===== config.mk =====
export PLATFORM = sky130hd
export DESIGN_NAME = seconds_to_calendar_date
export DESIGN_NICKNAME = d
export VERILOG_FILES = /design/src/rtl/core/s2cd_pkg.sv /design/src/rtl/core/s2cd_flow.sv /design/src/rtl/core/seconds_to_calendar_date.sv
export SDC_FILE = /design/constraint.sdc
export NUM_CORES = 2
export LEC_CHECK = 0
export BUFFER_PORTS_ARGS = -buffer_cell sky130_fd_sc_hd__buf_2
export CORE_UTILIZATION = 65
export CTS_CLUSTER_DIAMETER = 120
export DETAILED_ROUTE_END_ITERATION = 6
export PLACE_DENSITY = 0.91
export SYNTH_ARGS = -nofsm -noshare
export SYNTH_HDL_FRONTEND = slang
export SYNTH_SLANG_ARGS = --single-unit

===== constraint.sdc =====
create_clock -name clock -period 7.7 [get_ports clock]
set_clock_uncertainty 0.2 [all_clocks]
set_input_delay 1.54 -clock clock [delete_from_list [all_inputs] [get_ports clock]]
set_output_delay 1.54 -clock clock [all_outputs]
set_load 0.02 [all_outputs]

===== src/rtl/core/s2cd_pkg.sv =====
// ----------------------------------------------------------------------------
// s2cd_pkg: shared constants, tables and types for seconds_to_calendar_date
// Reciprocal constants for the divide-by-constant steps, calendar tables and
// the pipeline flow-control bundle.
// ----------------------------------------------------------------------------
package s2cd_pkg;

   // Pipeline depth, the output register included
   localparam int NUM_STAGES = 9;

   // 86400 = 675 << 7: split off the low seven bits, divide the rest by 675
   localparam int             DAY_SHIFT   = 7;
   localparam logic [9:0]     DAY_ODD     = 10'd675;
   localparam logic [22:0]    DAY_RECIP   = 23'd6362914;  // floor(2^32 / 675)

   // Days in a four-year block (leap year first)
   localparam logic [10:0]    DAYS_FOUR_YEARS = 11'd1461;
   localparam logic [15:0]    QUAD_RECIP      = 16'd45933;  // floor(2^26 / 1461)

   // Time of day: 3600 = 225 << 4, 60 = 15 << 2
   localparam logic [11:0]    SECS_HOUR    = 12'd3600;
   localparam logic [12:0]    HOUR_RECIP   = 13'd4660;      // floor(2^20 / 225)
   localparam logic [5:0]     SECS_MINUTE  = 6'd60;
   localparam logic [12:0]    MINUTE_RECIP = 13'd4369;      // floor(2^16 / 15)

   localparam logic [11:0]    BASE_YEAR      = 12'd2000;
   localparam logic [11:0]    GREG_SKIP_YEAR = 12'd2100;    // not leap by Gregorian rule
   localparam logic [3:0]     MONTH_FEB      = 4'd2;
   localparam logic [2:0]     BASE_WEEKDAY   = 3'd6;        // 2000-01-01 was a Saturday
   localparam logic [3:0]     DAYS_WEEK      = 4'd7;

   // Day offset of each year inside a four-year block
   localparam logic [10:0] YEAR_START_DAYS [4] = '{11'd0, 11'd366, 11'd731, 11'd1096};

   // Days before each month
   localparam logic [8:0] DAYS_BEFORE_COMMON [12] = '{
      9'd0, 9'd31, 9'd59, 9'd90, 9'd120, 9'd151,
      9'd181, 9'd212, 9'd243, 9'd273, 9'd304, 9'd334};
   localparam logic [8:0] DAYS_BEFORE_LEAP [12] = '{
      9'd0, 9'd31, 9'd60, 9'd91, 9'd121, 9'd152,
      9'd182, 9'd213, 9'd244, 9'd274, 9'd305, 9'd335};

   // Stage valid bits and load enables
   typedef struct packed {
      logic [NUM_STAGES-1:0] vld;
      logic [NUM_STAGES-1:0] en;
   } flow_type;

endpackage


===== src/rtl/core/s2cd_flow.sv =====
// ----------------------------------------------------------------------------
// s2cd_flow: valid tracking and load enables for the conversion pipeline
// Each stage loads when it is empty or when the stage after it loads, so
// bubbles close up while the output is stalled.
// ----------------------------------------------------------------------------
module s2cd_flow (
   input  logic                clock,
   input  logic                reset,
   input  logic                in_valid,
   input  logic                out_stall,
   output s2cd_pkg::flow_type  flow
);
   import s2cd_pkg::*;

   logic [NUM_STAGES-1:0] vld_ff;
   logic [NUM_STAGES-1:0] vld_in;
   logic [NUM_STAGES-1:0] en;

   // Ripple the load enables back from the output
   always_comb begin
      en[NUM_STAGES-1] = !vld_ff[NUM_STAGES-1] || !out_stall;
      for (int k = NUM_STAGES - 2; k >= 0; k--) begin
         en[k] = !vld_ff[k] || en[k+1];
      end
   end

   // Advance valid bits with the data, hold them in stalled stages
   always_comb begin
      vld_in[0] = en[0] ? in_valid : vld_ff[0];
      for (int k = 1; k < NUM_STAGES; k++) begin
         vld_in[k] = en[k] ? vld_ff[k-1] : vld_ff[k];
      end
   end

   always_ff @(posedge clock) begin
      if (reset) begin
         vld_ff <= '0;
      end else begin
         vld_ff <= vld_in;
      end
   end

   assign flow.vld = vld_ff;
   assign flow.en  = en;

endmodule


===== src/rtl/core/seconds_to_calendar_date.sv =====
// ----------------------------------------------------------------------------
// seconds_to_calendar_date: seconds since 2000-01-01 00:00:00 to date and time
// Pipelined converter giving year, month, day, hour, minute, second, weekday.
// ----------------------------------------------------------------------------
// Usage:
//   The req channel carries one 32-bit seconds count per transaction; the rsp
//   channel returns one calendar transaction for each, in order. Both channels
//   use valid/stall, and a transaction moves on an edge with valid high and
//   stall low.
//   The pipeline has nine register stages, the output register included.
//   Throughput is one transaction per cycle while rsp_stall is low; the
//   depth is set by the divide-by-constant steps (reciprocal multiply,
//   then multiply-back and correct), each cut by a register.
//   Every year divisible by four is leap, 2100 included; the weekday follows
//   the Gregorian rule, so it steps by one after February 2100.
//   Reset clears all stage valid bits; no result is offered after it.
//   When rsp_stall is high the output holds, upstream stages keep loading
//   until they fill, and req_stall rises only when stage one is full and
//   cannot move.
// ----------------------------------------------------------------------------
module seconds_to_calendar_date (
   input  logic         clock,
   input  logic         reset,
   input  logic         req_valid,
   output logic         req_stall,
   input  logic [31:0]  req_seconds_since_2000,
   output logic         rsp_valid,
   input  logic         rsp_stall,
   output logic [11:0]  rsp_year,
   output logic [3:0]   rsp_month,
   output logic [4:0]   rsp_day,
   output logic [4:0]   rsp_hour,
   output logic [5:0]   rsp_minute,
   output logic [5:0]   rsp_second,
   output logic [2:0]   rsp_weekday
);
   import s2cd_pkg::*;

   typedef struct packed {
      logic [24:0] x;
      logic [6:0]  lo;
      logic [47:0] p;
   } st1_type;

   typedef struct packed {
      logic [24:0] x;
      logic [6:0]  lo;
      logic [15:0] q;
      logic [24:0] p;
   } st2_type;

   typedef struct packed {
      logic [15:0] days;
      logic [16:0] sod;
   } st3_type;

   typedef struct packed {
      logic [15:0] days;
      logic [16:0] sod;
      logic [31:0] pb;
      logic [24:0] ph;
      logic [2:0]  wd0;
   } st4_type;

   typedef struct packed {
      logic [15:0] days;
      logic [16:0] sod;
      logic [5:0]  qb;
      logic [4:0]  qh;
      logic [15:0] mb;
      logic [16:0] mh;
      logic [2:0]  wd0;
   } st5_type;

   typedef struct packed {
      logic [5:0]  blocks;
      logic [10:0] doff;
      logic [4:0]  hour;
      logic [11:0] rs;
      logic [2:0]  wd0;
   } st6_type;

   typedef struct packed {
      logic [11:0] year;
      logic [8:0]  yoff;
      logic        leap;
      logic [4:0]  hour;
      logic [11:0] rs;
      logic [21:0] pm;
      logic [2:0]  wd0;
   } st7_type;

   typedef struct packed {
      logic [11:0] year;
      logic [3:0]  month;
      logic [4:0]  day;
      logic [4:0]  hour;
      logic [11:0] rs;
      logic [5:0]  qm;
      logic [11:0] m3;
      logic [2:0]  wd0;
   } st8_type;

   typedef struct packed {
      logic [11:0] year;
      logic [3:0]  month;
      logic [4:0]  day;
      logic [4:0]  hour;
      logic [5:0]  minute;
      logic [5:0]  second;
      logic [2:0]  weekday;
   } st9_type;

   flow_type flow;

   st1_type st1_in, st1_ff;
   st2_type st2_in, st2_ff;
   st3_type st3_in, st3_ff;
   st4_type st4_in, st4_ff;
   st5_type st5_in, st5_ff;
   st6_type st6_in, st6_ff;
   st7_type st7_in, st7_ff;
   st8_type st8_in, st8_ff;
   st9_type st9_in, st9_ff;

   logic [24:0] day_rem_full;
   logic [10:0] day_rem;
   logic [9:0]  day_rem_fix;
   logic [5:0]  oct_sum;
   logic [3:0]  oct_fold;
   logic [15:0] quad_rem;
   logic [16:0] hour_rem;
   logic [1:0]  yi;
   logic [8:0]  mon_base;
   logic [11:0] sec_rem;
   logic        greg_corr;
   logic [3:0]  wd_sum;

   s2cd_flow u_flow (
      .clock     (clock),
      .reset     (reset),
      .in_valid  (req_valid),
      .out_stall (rsp_stall),
      .flow      (flow)
   );

   assign req_stall = !flow.en[0];

   // Stage 1: estimate the day count from the seconds above bit 6
   always_comb begin
      st1_in.x  = req_seconds_since_2000[31:DAY_SHIFT];
      st1_in.lo = req_seconds_since_2000[DAY_SHIFT-1:0];
      st1_in.p  = 48'(st1_in.x) * 48'(DAY_RECIP);
   end

   // Stage 2: multiply the estimate back
   always_comb begin
      st2_in.x  = st1_ff.x;
      st2_in.lo = st1_ff.lo;
      st2_in.q  = st1_ff.p[47:32];
      st2_in.p  = 25'(25'(st2_in.q) * 25'(DAY_ODD));
   end

   // Stage 3: correct the day count, rebuild seconds of day
   always_comb begin
      day_rem_full = st2_ff.x - st2_ff.p;
      day_rem      = day_rem_full[10:0];
      if (day_rem >= 11'(DAY_ODD)) begin
         st3_in.days = st2_ff.q + 16'd1;
         day_rem_fix = 10'(day_rem - 11'(DAY_ODD));
      end else begin
         st3_in.days = st2_ff.q;
         day_rem_fix = day_rem[9:0];
      end
      st3_in.sod = {day_rem_fix, st2_ff.lo};
   end

   // Stage 4: estimate blocks and hours, fold the day count mod 7 by octal digits
   always_comb begin
      st4_in.days = st3_ff.days;
      st4_in.sod  = st3_ff.sod;
      st4_in.pb   = 32'(st3_ff.days) * 32'(QUAD_RECIP);
      st4_in.ph   = 25'(25'(st3_ff.sod[16:4]) * 25'(HOUR_RECIP));
      oct_sum     = 6'(st3_ff.days[2:0])   + 6'(st3_ff.days[5:3])
                  + 6'(st3_ff.days[8:6])   + 6'(st3_ff.days[11:9])
                  + 6'(st3_ff.days[14:12]) + 6'(st3_ff.days[15]);
      oct_fold    = 4'(oct_sum[5:3]) + 4'(oct_sum[2:0]);
      if (oct_fold >= DAYS_WEEK) begin
         st4_in.wd0 = 3'(oct_fold - DAYS_WEEK);
      end else begin
         st4_in.wd0 = oct_fold[2:0];
      end
   end

   // Stage 5: multiply block and hour estimates back
   always_comb begin
      st5_in.days = st4_ff.days;
      st5_in.sod  = st4_ff.sod;
      st5_in.qb   = st4_ff.pb[31:26];
      st5_in.qh   = st4_ff.ph[24:20];
      st5_in.mb   = 16'(st5_in.qb) * 16'(DAYS_FOUR_YEARS);
      st5_in.mh   = 17'(st5_in.qh) * 17'(SECS_HOUR);
      st5_in.wd0  = st4_ff.wd0;
   end

   // Stage 6: correct blocks and hours
   always_comb begin
      quad_rem = st5_ff.days - st5_ff.mb;
      if (quad_rem >= 16'(DAYS_FOUR_YEARS)) begin
         st6_in.blocks = st5_ff.qb + 6'd1;
         st6_in.doff   = 11'(quad_rem - 16'(DAYS_FOUR_YEARS));
      end else begin
         st6_in.blocks = st5_ff.qb;
         st6_in.doff   = quad_rem[10:0];
      end
      hour_rem = st5_ff.sod - st5_ff.mh;
      if (hour_rem >= 17'(SECS_HOUR)) begin
         st6_in.hour = st5_ff.qh + 5'd1;
         st6_in.rs   = 12'(hour_rem - 17'(SECS_HOUR));
      end else begin
         st6_in.hour = st5_ff.qh;
         st6_in.rs   = hour_rem[11:0];
      end
      st6_in.wd0 = st5_ff.wd0;
   end

   // Stage 7: pick the year in the block, estimate minutes
   always_comb begin
      if (st6_ff.doff >= YEAR_START_DAYS[3]) begin
         yi = 2'd3;
      end else if (st6_ff.doff >= YEAR_START_DAYS[2]) begin
         yi = 2'd2;
      end else if (st6_ff.doff >= YEAR_START_DAYS[1]) begin
         yi = 2'd1;
      end else begin
         yi = 2'd0;
      end
      st7_in.yoff = 9'(st6_ff.doff - YEAR_START_DAYS[yi]);
      st7_in.year = BASE_YEAR + {4'd0, st6_ff.blocks, 2'b00} + 12'(yi);
      st7_in.leap = (yi == 2'd0);
      st7_in.hour = st6_ff.hour;
      st7_in.rs   = st6_ff.rs;
      st7_in.pm   = 22'(22'(st6_ff.rs[11:2]) * 22'(MINUTE_RECIP));
      st7_in.wd0  = st6_ff.wd0;
   end

   // Stage 8: search the month table, multiply minutes back
   always_comb begin
      st8_in.month = 4'd0;
      for (int i = 1; i < 12; i++) begin
         if (st7_ff.yoff >= (st7_ff.leap ? DAYS_BEFORE_LEAP[i] : DAYS_BEFORE_COMMON[i])) begin
            st8_in.month = 4'(i);
         end
      end
      mon_base     = st7_ff.leap ? DAYS_BEFORE_LEAP[st8_in.month]
                                 : DAYS_BEFORE_COMMON[st8_in.month];
      st8_in.day   = 5'(st7_ff.yoff - mon_base + 9'd1);
      st8_in.month = st8_in.month + 4'd1;
      st8_in.year  = st7_ff.year;
      st8_in.hour  = st7_ff.hour;
      st8_in.rs    = st7_ff.rs;
      st8_in.qm    = st7_ff.pm[21:16];
      st8_in.m3    = 12'(st8_in.qm) * 12'(SECS_MINUTE);
      st8_in.wd0   = st7_ff.wd0;
   end

   // Stage 9: correct minutes, apply the Gregorian weekday shift
   always_comb begin
      sec_rem = st8_ff.rs - st8_ff.m3;
      if (sec_rem >= 12'(SECS_MINUTE)) begin
         st9_in.minute = st8_ff.qm + 6'd1;
         st9_in.second = 6'(sec_rem - 12'(SECS_MINUTE));
      end else begin
         st9_in.minute = st8_ff.qm;
         st9_in.second = sec_rem[5:0];
      end
      greg_corr = (st8_ff.year > GREG_SKIP_YEAR) ||
                  ((st8_ff.year == GREG_SKIP_YEAR) && (st8_ff.month > MONTH_FEB));
      wd_sum    = 4'(st8_ff.wd0) + 4'(BASE_WEEKDAY) - 4'(greg_corr);
      if (wd_sum >= DAYS_WEEK) begin
         st9_in.weekday = 3'(wd_sum - DAYS_WEEK);
      end else begin
         st9_in.weekday = wd_sum[2:0];
      end
      st9_in.year  = st8_ff.year;
      st9_in.month = st8_ff.month;
      st9_in.day   = st8_ff.day;
      st9_in.hour  = st8_ff.hour;
   end

   // Load each stage when the flow control lets it move
   always_ff @(posedge clock) begin
      if (flow.en[0]) begin
         st1_ff <= st1_in;
      end
      if (flow.en[1]) begin
         st2_ff <= st2_in;
      end
      if (flow.en[2]) begin
         st3_ff <= st3_in;
      end
      if (flow.en[3]) begin
         st4_ff <= st4_in;
      end
      if (flow.en[4]) begin
         st5_ff <= st5_in;
      end
      if (flow.en[5]) begin
         st6_ff <= st6_in;
      end
      if (flow.en[6]) begin
         st7_ff <= st7_in;
      end
      if (flow.en[7]) begin
         st8_ff <= st8_in;
      end
      if (flow.en[8]) begin
         st9_ff <= st9_in;
      end
   end

   assign rsp_valid   = flow.vld[NUM_STAGES-1];
   assign rsp_year    = st9_ff.year;
   assign rsp_month   = st9_ff.month;
   assign rsp_day     = st9_ff.day;
   assign rsp_hour    = st9_ff.hour;
   assign rsp_minute  = st9_ff.minute;
   assign rsp_second  = st9_ff.second;
   assign rsp_weekday = st9_ff.weekday;

   a_date_range: assert property (@(posedge clock) disable iff (reset)
      rsp_valid |-> (rsp_month >= 4'd1 && rsp_month <= 4'd12 && rsp_day >= 5'd1))
      else $error("month or day out of range");

   a_time_range: assert property (@(posedge clock) disable iff (reset)
      rsp_valid |-> (rsp_hour < 5'd24 && rsp_minute < 6'd60 && rsp_second < 6'd60))
      else $error("time of day out of range");

   a_weekday_range: assert property (@(posedge clock) disable iff (reset)
      rsp_valid |-> (rsp_weekday < 3'd7))
      else $error("weekday out of range");

   a_no_stall_through: assert property (@(posedge clock) disable iff (reset)
      !rsp_stall |-> !req_stall)
      else $error("input stalled while output drains");

endmodule


==> flow_metrics.py <==
metrics = {
    "cts": {
        "cts_made_buffers": 41,
        "cts_resized": 0,
        "clock_path_buffers": 3,
        "clockRootBuffer": "clkbuf_16",
        "hold_buffers": 0,
        "htreeDepth": 2,
        "path_clk_slew_ns": 0.06,
        "cts_setup_buffers": 0,
        "cts_tree": "built",
        "clkSinkCount": 414,
        "clkLatencyLatePin_ns": 0.57,
    },
    "setup_path": {
        "reg2reg_setup_slack_ns": 0.60,
        "rr_worst_depth": 19,
        "path_cells": "buf_2, fa_1, ha_1, inv_1, fa_1, inv_1, fa_1, fa_1, fa_1, ha_1, ha_1, a21o_1, a21o_1, a211oi_1, a31oi_1, a2111oi_2, o31ai_1, buf_4, a221oi_1, o21bai_1, xor2_1",
        "cp.required_ns": 7.81,
        "startpoint": "req_seconds_since_2000[17]",
        "critPathLaunchType": "primary input",
        "regToRegStartpoint": "st3_ff[30]",
        "endpoint_kind": "flop",
        "cp_common_cell": "fa_1",
        "max_stage_delay_ns": 0.53,
        "cp_slowest_cell": "fa_1",
        "cp_data_arrival_time_ns": 7.25,
        "critPathKind": "in2reg",
        "r2r-end": "st4_ff[59]",
        "crit_path_end": "st1_ff[45]",
        "cp_max_fo": 4,
    },
    "yosys": {
        "synth_area_per_cell_sq_um": 12.3,
        "netlist.top_cell.by_area": "edfxtp_1",
        "synth_edf_count": 405,
        "mappedNetlistNets": 3929,
        "async_flop_share": 0,
        "ys_types": 82,
        "synth_seq_area_share": 0.349,
        "syn_inst": 2886,
        "synth_area_sq_um": 35400,
        "synth_top_cells_by_area": "edfxtp_1, ha_1, fa_1",
        "synth_top_area_frac": 0.344,
        "yosys_warnings": 0,
        "synth-seq-cells": 414,
        "synthFlopType": "edfxtp_1",
    },
    "timing": {
        "hold_violations": 0,
        "min_period_ns": 7.15,
        "setup_tns_ns": 0,
        "setup_viol": 0,
        "max_clock_freq_ghz": 0.140,
        "worstMarginPinSlew_ns": 1.33,
        "drv_slew": 0,
        "slew-limit-headroom": 0.110,
        "rsz0062_at_grt": "no",
        "final.period_utilization": 0.928,
    },
    "detailed_routing": {
        "wl_mm": 71.2,
        "via_count": 22100,
        "drtAntennaViolNets": 0,
        "wl_per_cell_microns": 19.0,
        "drc": 0,
        "drt_first_pass_iters": 5,
        "routed_via_density": 5.90,
        "drtIter0Drc": 1355,
    },
    "final_layout": {
        "multiInputGateArea_sq_um": 21000,
        "final_area_sq_um": 38200,
        "n_fill_cell": 3439,
        "diodes": 0,
        "drive_gt1_frac": 0.0691,
        "nNetsFinal": 4067,
        "regArea_sq_um": 12300,
        "synthToLayoutAreaGrowth_pct": 7.93,
    },
    "run_status": {
        "outcome": "complete, no violations",
    },
    "placed_design": {
        "io_buffers": 78,
        "gp_congestion": 0.917,
        "dpl.hpwl_mm": 56.8,
        "postPlaceCellArea_sq_um": 36800,
    },
    "run": {
        "cap_violations": 0,
    },
    "grt": {
        "grt-ovfl-total": 0,
        "grt_max_degree": 69,
        "antenna_found_initial": 0,
        "grt_pass1_vias": 24000,
        "grt_usage": 0.266,
        "grt_pass1_wl_mm": 118,
    },
    "hold_path": {
        "hp-class": "reg2reg",
    },
    "floorplanning": {
        "io_pins": 79,
        "core_sq_um": 53800,
        "start_util": 0.657,
        "die_w_microns": 235,
        "die_area_sq_um": 55400,
        "fp.dieH_microns": 235,
        "fp-row-count": 85,
    },
}
-- through the flow --
| step | setup WS [ns] | instances | hold WS, ns | util |
|---|---|---|---|---|
| after detailed placement | -0.0341 | 3677 | 0.205 | 0.684 |
| after global placement | 0.0232 | 3677 | 0.200 | 0.684 |
| after CTS | 0.539 | 3751 | 0.205 | 0.710 |
| after global routing | 0.266 | 3751 | 0.208 | 0.710 |
| after floorplan | 0.515 | 2886 | 0.200 | - |
| final | 0.553 | 3751 | 0.206 | 0.710 |
-- cell usage in the layout (no fill, tap or decap), drive strengths merged, types with 15 or more instances in the layout --
cell type and instances:
fa 308, ha 699, nor3 27, edfxtp 405, nor2 69, nor2b 18, nand3 34, a21o 56
o21ai 56, o21bai 33, buf 111, inv 544, clkbuf 46, xnor2 115, clkinv 17, xor2 64
nand2 66, a21oi 128, a31oi 15, nand4 15
-- cell usage after synthesis, types with 6 or more instances --
library cell	count
a21oi_1	128
and2_1	7
o21ai_0	53
nand4_1	15
ha_1	699
nand2b_1	14
o21bai_1	33
fa_1	308
nand2_1	65
mux2_2	8
or3_1	10
xor2_1	64
nor2b_1	18
a31oi_1	15
o21a_1	14
inv_1	540
dfxtp_1	9
o2111ai_1	6
and3_1	14
nor3_1	26
a211oi_1	13
o31ai_1	9
o211ai_1	8
a311oi_1	6
or2_2	7
nand3_1	32
xnor2_1	114
nor4_1	7
a2111oi_0	6
nor2_1	69
a21o_1	56
edfxtp_1	405
clkbuf_1	12
mux2i_1	7
-- critical path: cells and delay by family --
kind | cells | cell delay [ns]
AOI/OAI and AO/OA | 8 | 1.82
xor gates and xnor gates | 1 | 0.16
adders and majority gates | 8 | 3.30
buffers and inverters | 4 | 0.40
-- layout make-up --
class / instances / area share
Tap cell: 696 / 0.0228
Clock buffer: 46 / 0.0274
Clock inverter: 28 / 0.00800
Multi-Input combinational cell: 1916 / 0.549
Sequential cell: 414 / 0.323
Inverter: 540 / 0.0531
Timing Repair Buffer: 111 / 0.0167
-- cells by family after synthesis --
group,after synthesis,share of synthesized area
adders and majority gates,1007,0.421
buffers and inverters,556,0.0594
DFF,414,0.349
AOI/OAI and AO/OA,408,0.0770
and+or+nand+nor,307,0.0443
xor gates and xnor gates,179,0.0445
muxes,15,0.00453
-- flip-flops by register name, indices dropped and copies added (netlist names) --
name and count:
st1_ff 34, rsp_hour 5, st2_ff 44, rsp_second 6, st7_ff 47, st3_ff 33, rsp_day 5, rsp_minute 6
rsp_weekday 3, st5_ff 68, st4_ff 47, rsp_month 4, u_flow.vld_ff 9, rsp_year 11, st6_ff 37, st8_ff 55
-- layer usage --
| layer | global-route usage | vias up | share of wire |
|---|---|---|---|
| li1 | - | 10300 | - |
| met1 | 0.312 | 11000 | 0.39 |
| met2 | 0.493 | 618 | 0.53 |
| met3 | 0.0306 | 212 | 0.037 |
| met4 | 0.114 | 0 | 0.043 |
| met5 | 0 | - | 0 |
-- worst min path at each step --
stage / start / endpoint / depth (start not counted)
finish: st8_ff[39] / rsp_day[1] / 0
global route: st8_ff[39] / rsp_day[1] / 0
CTS: st8_ff[39] / rsp_day[1] / 0
detailed placement: st1_ff[43] / st2_ff[36] / 0
global placement: st1_ff[50] / st2_ff[43] / 0
floorplan: st8_ff[38] / rsp_day[0] / 0
Power is not shown: default switching activity piles up to over one toggle a cycle in this logic, so the estimate is an artifact.
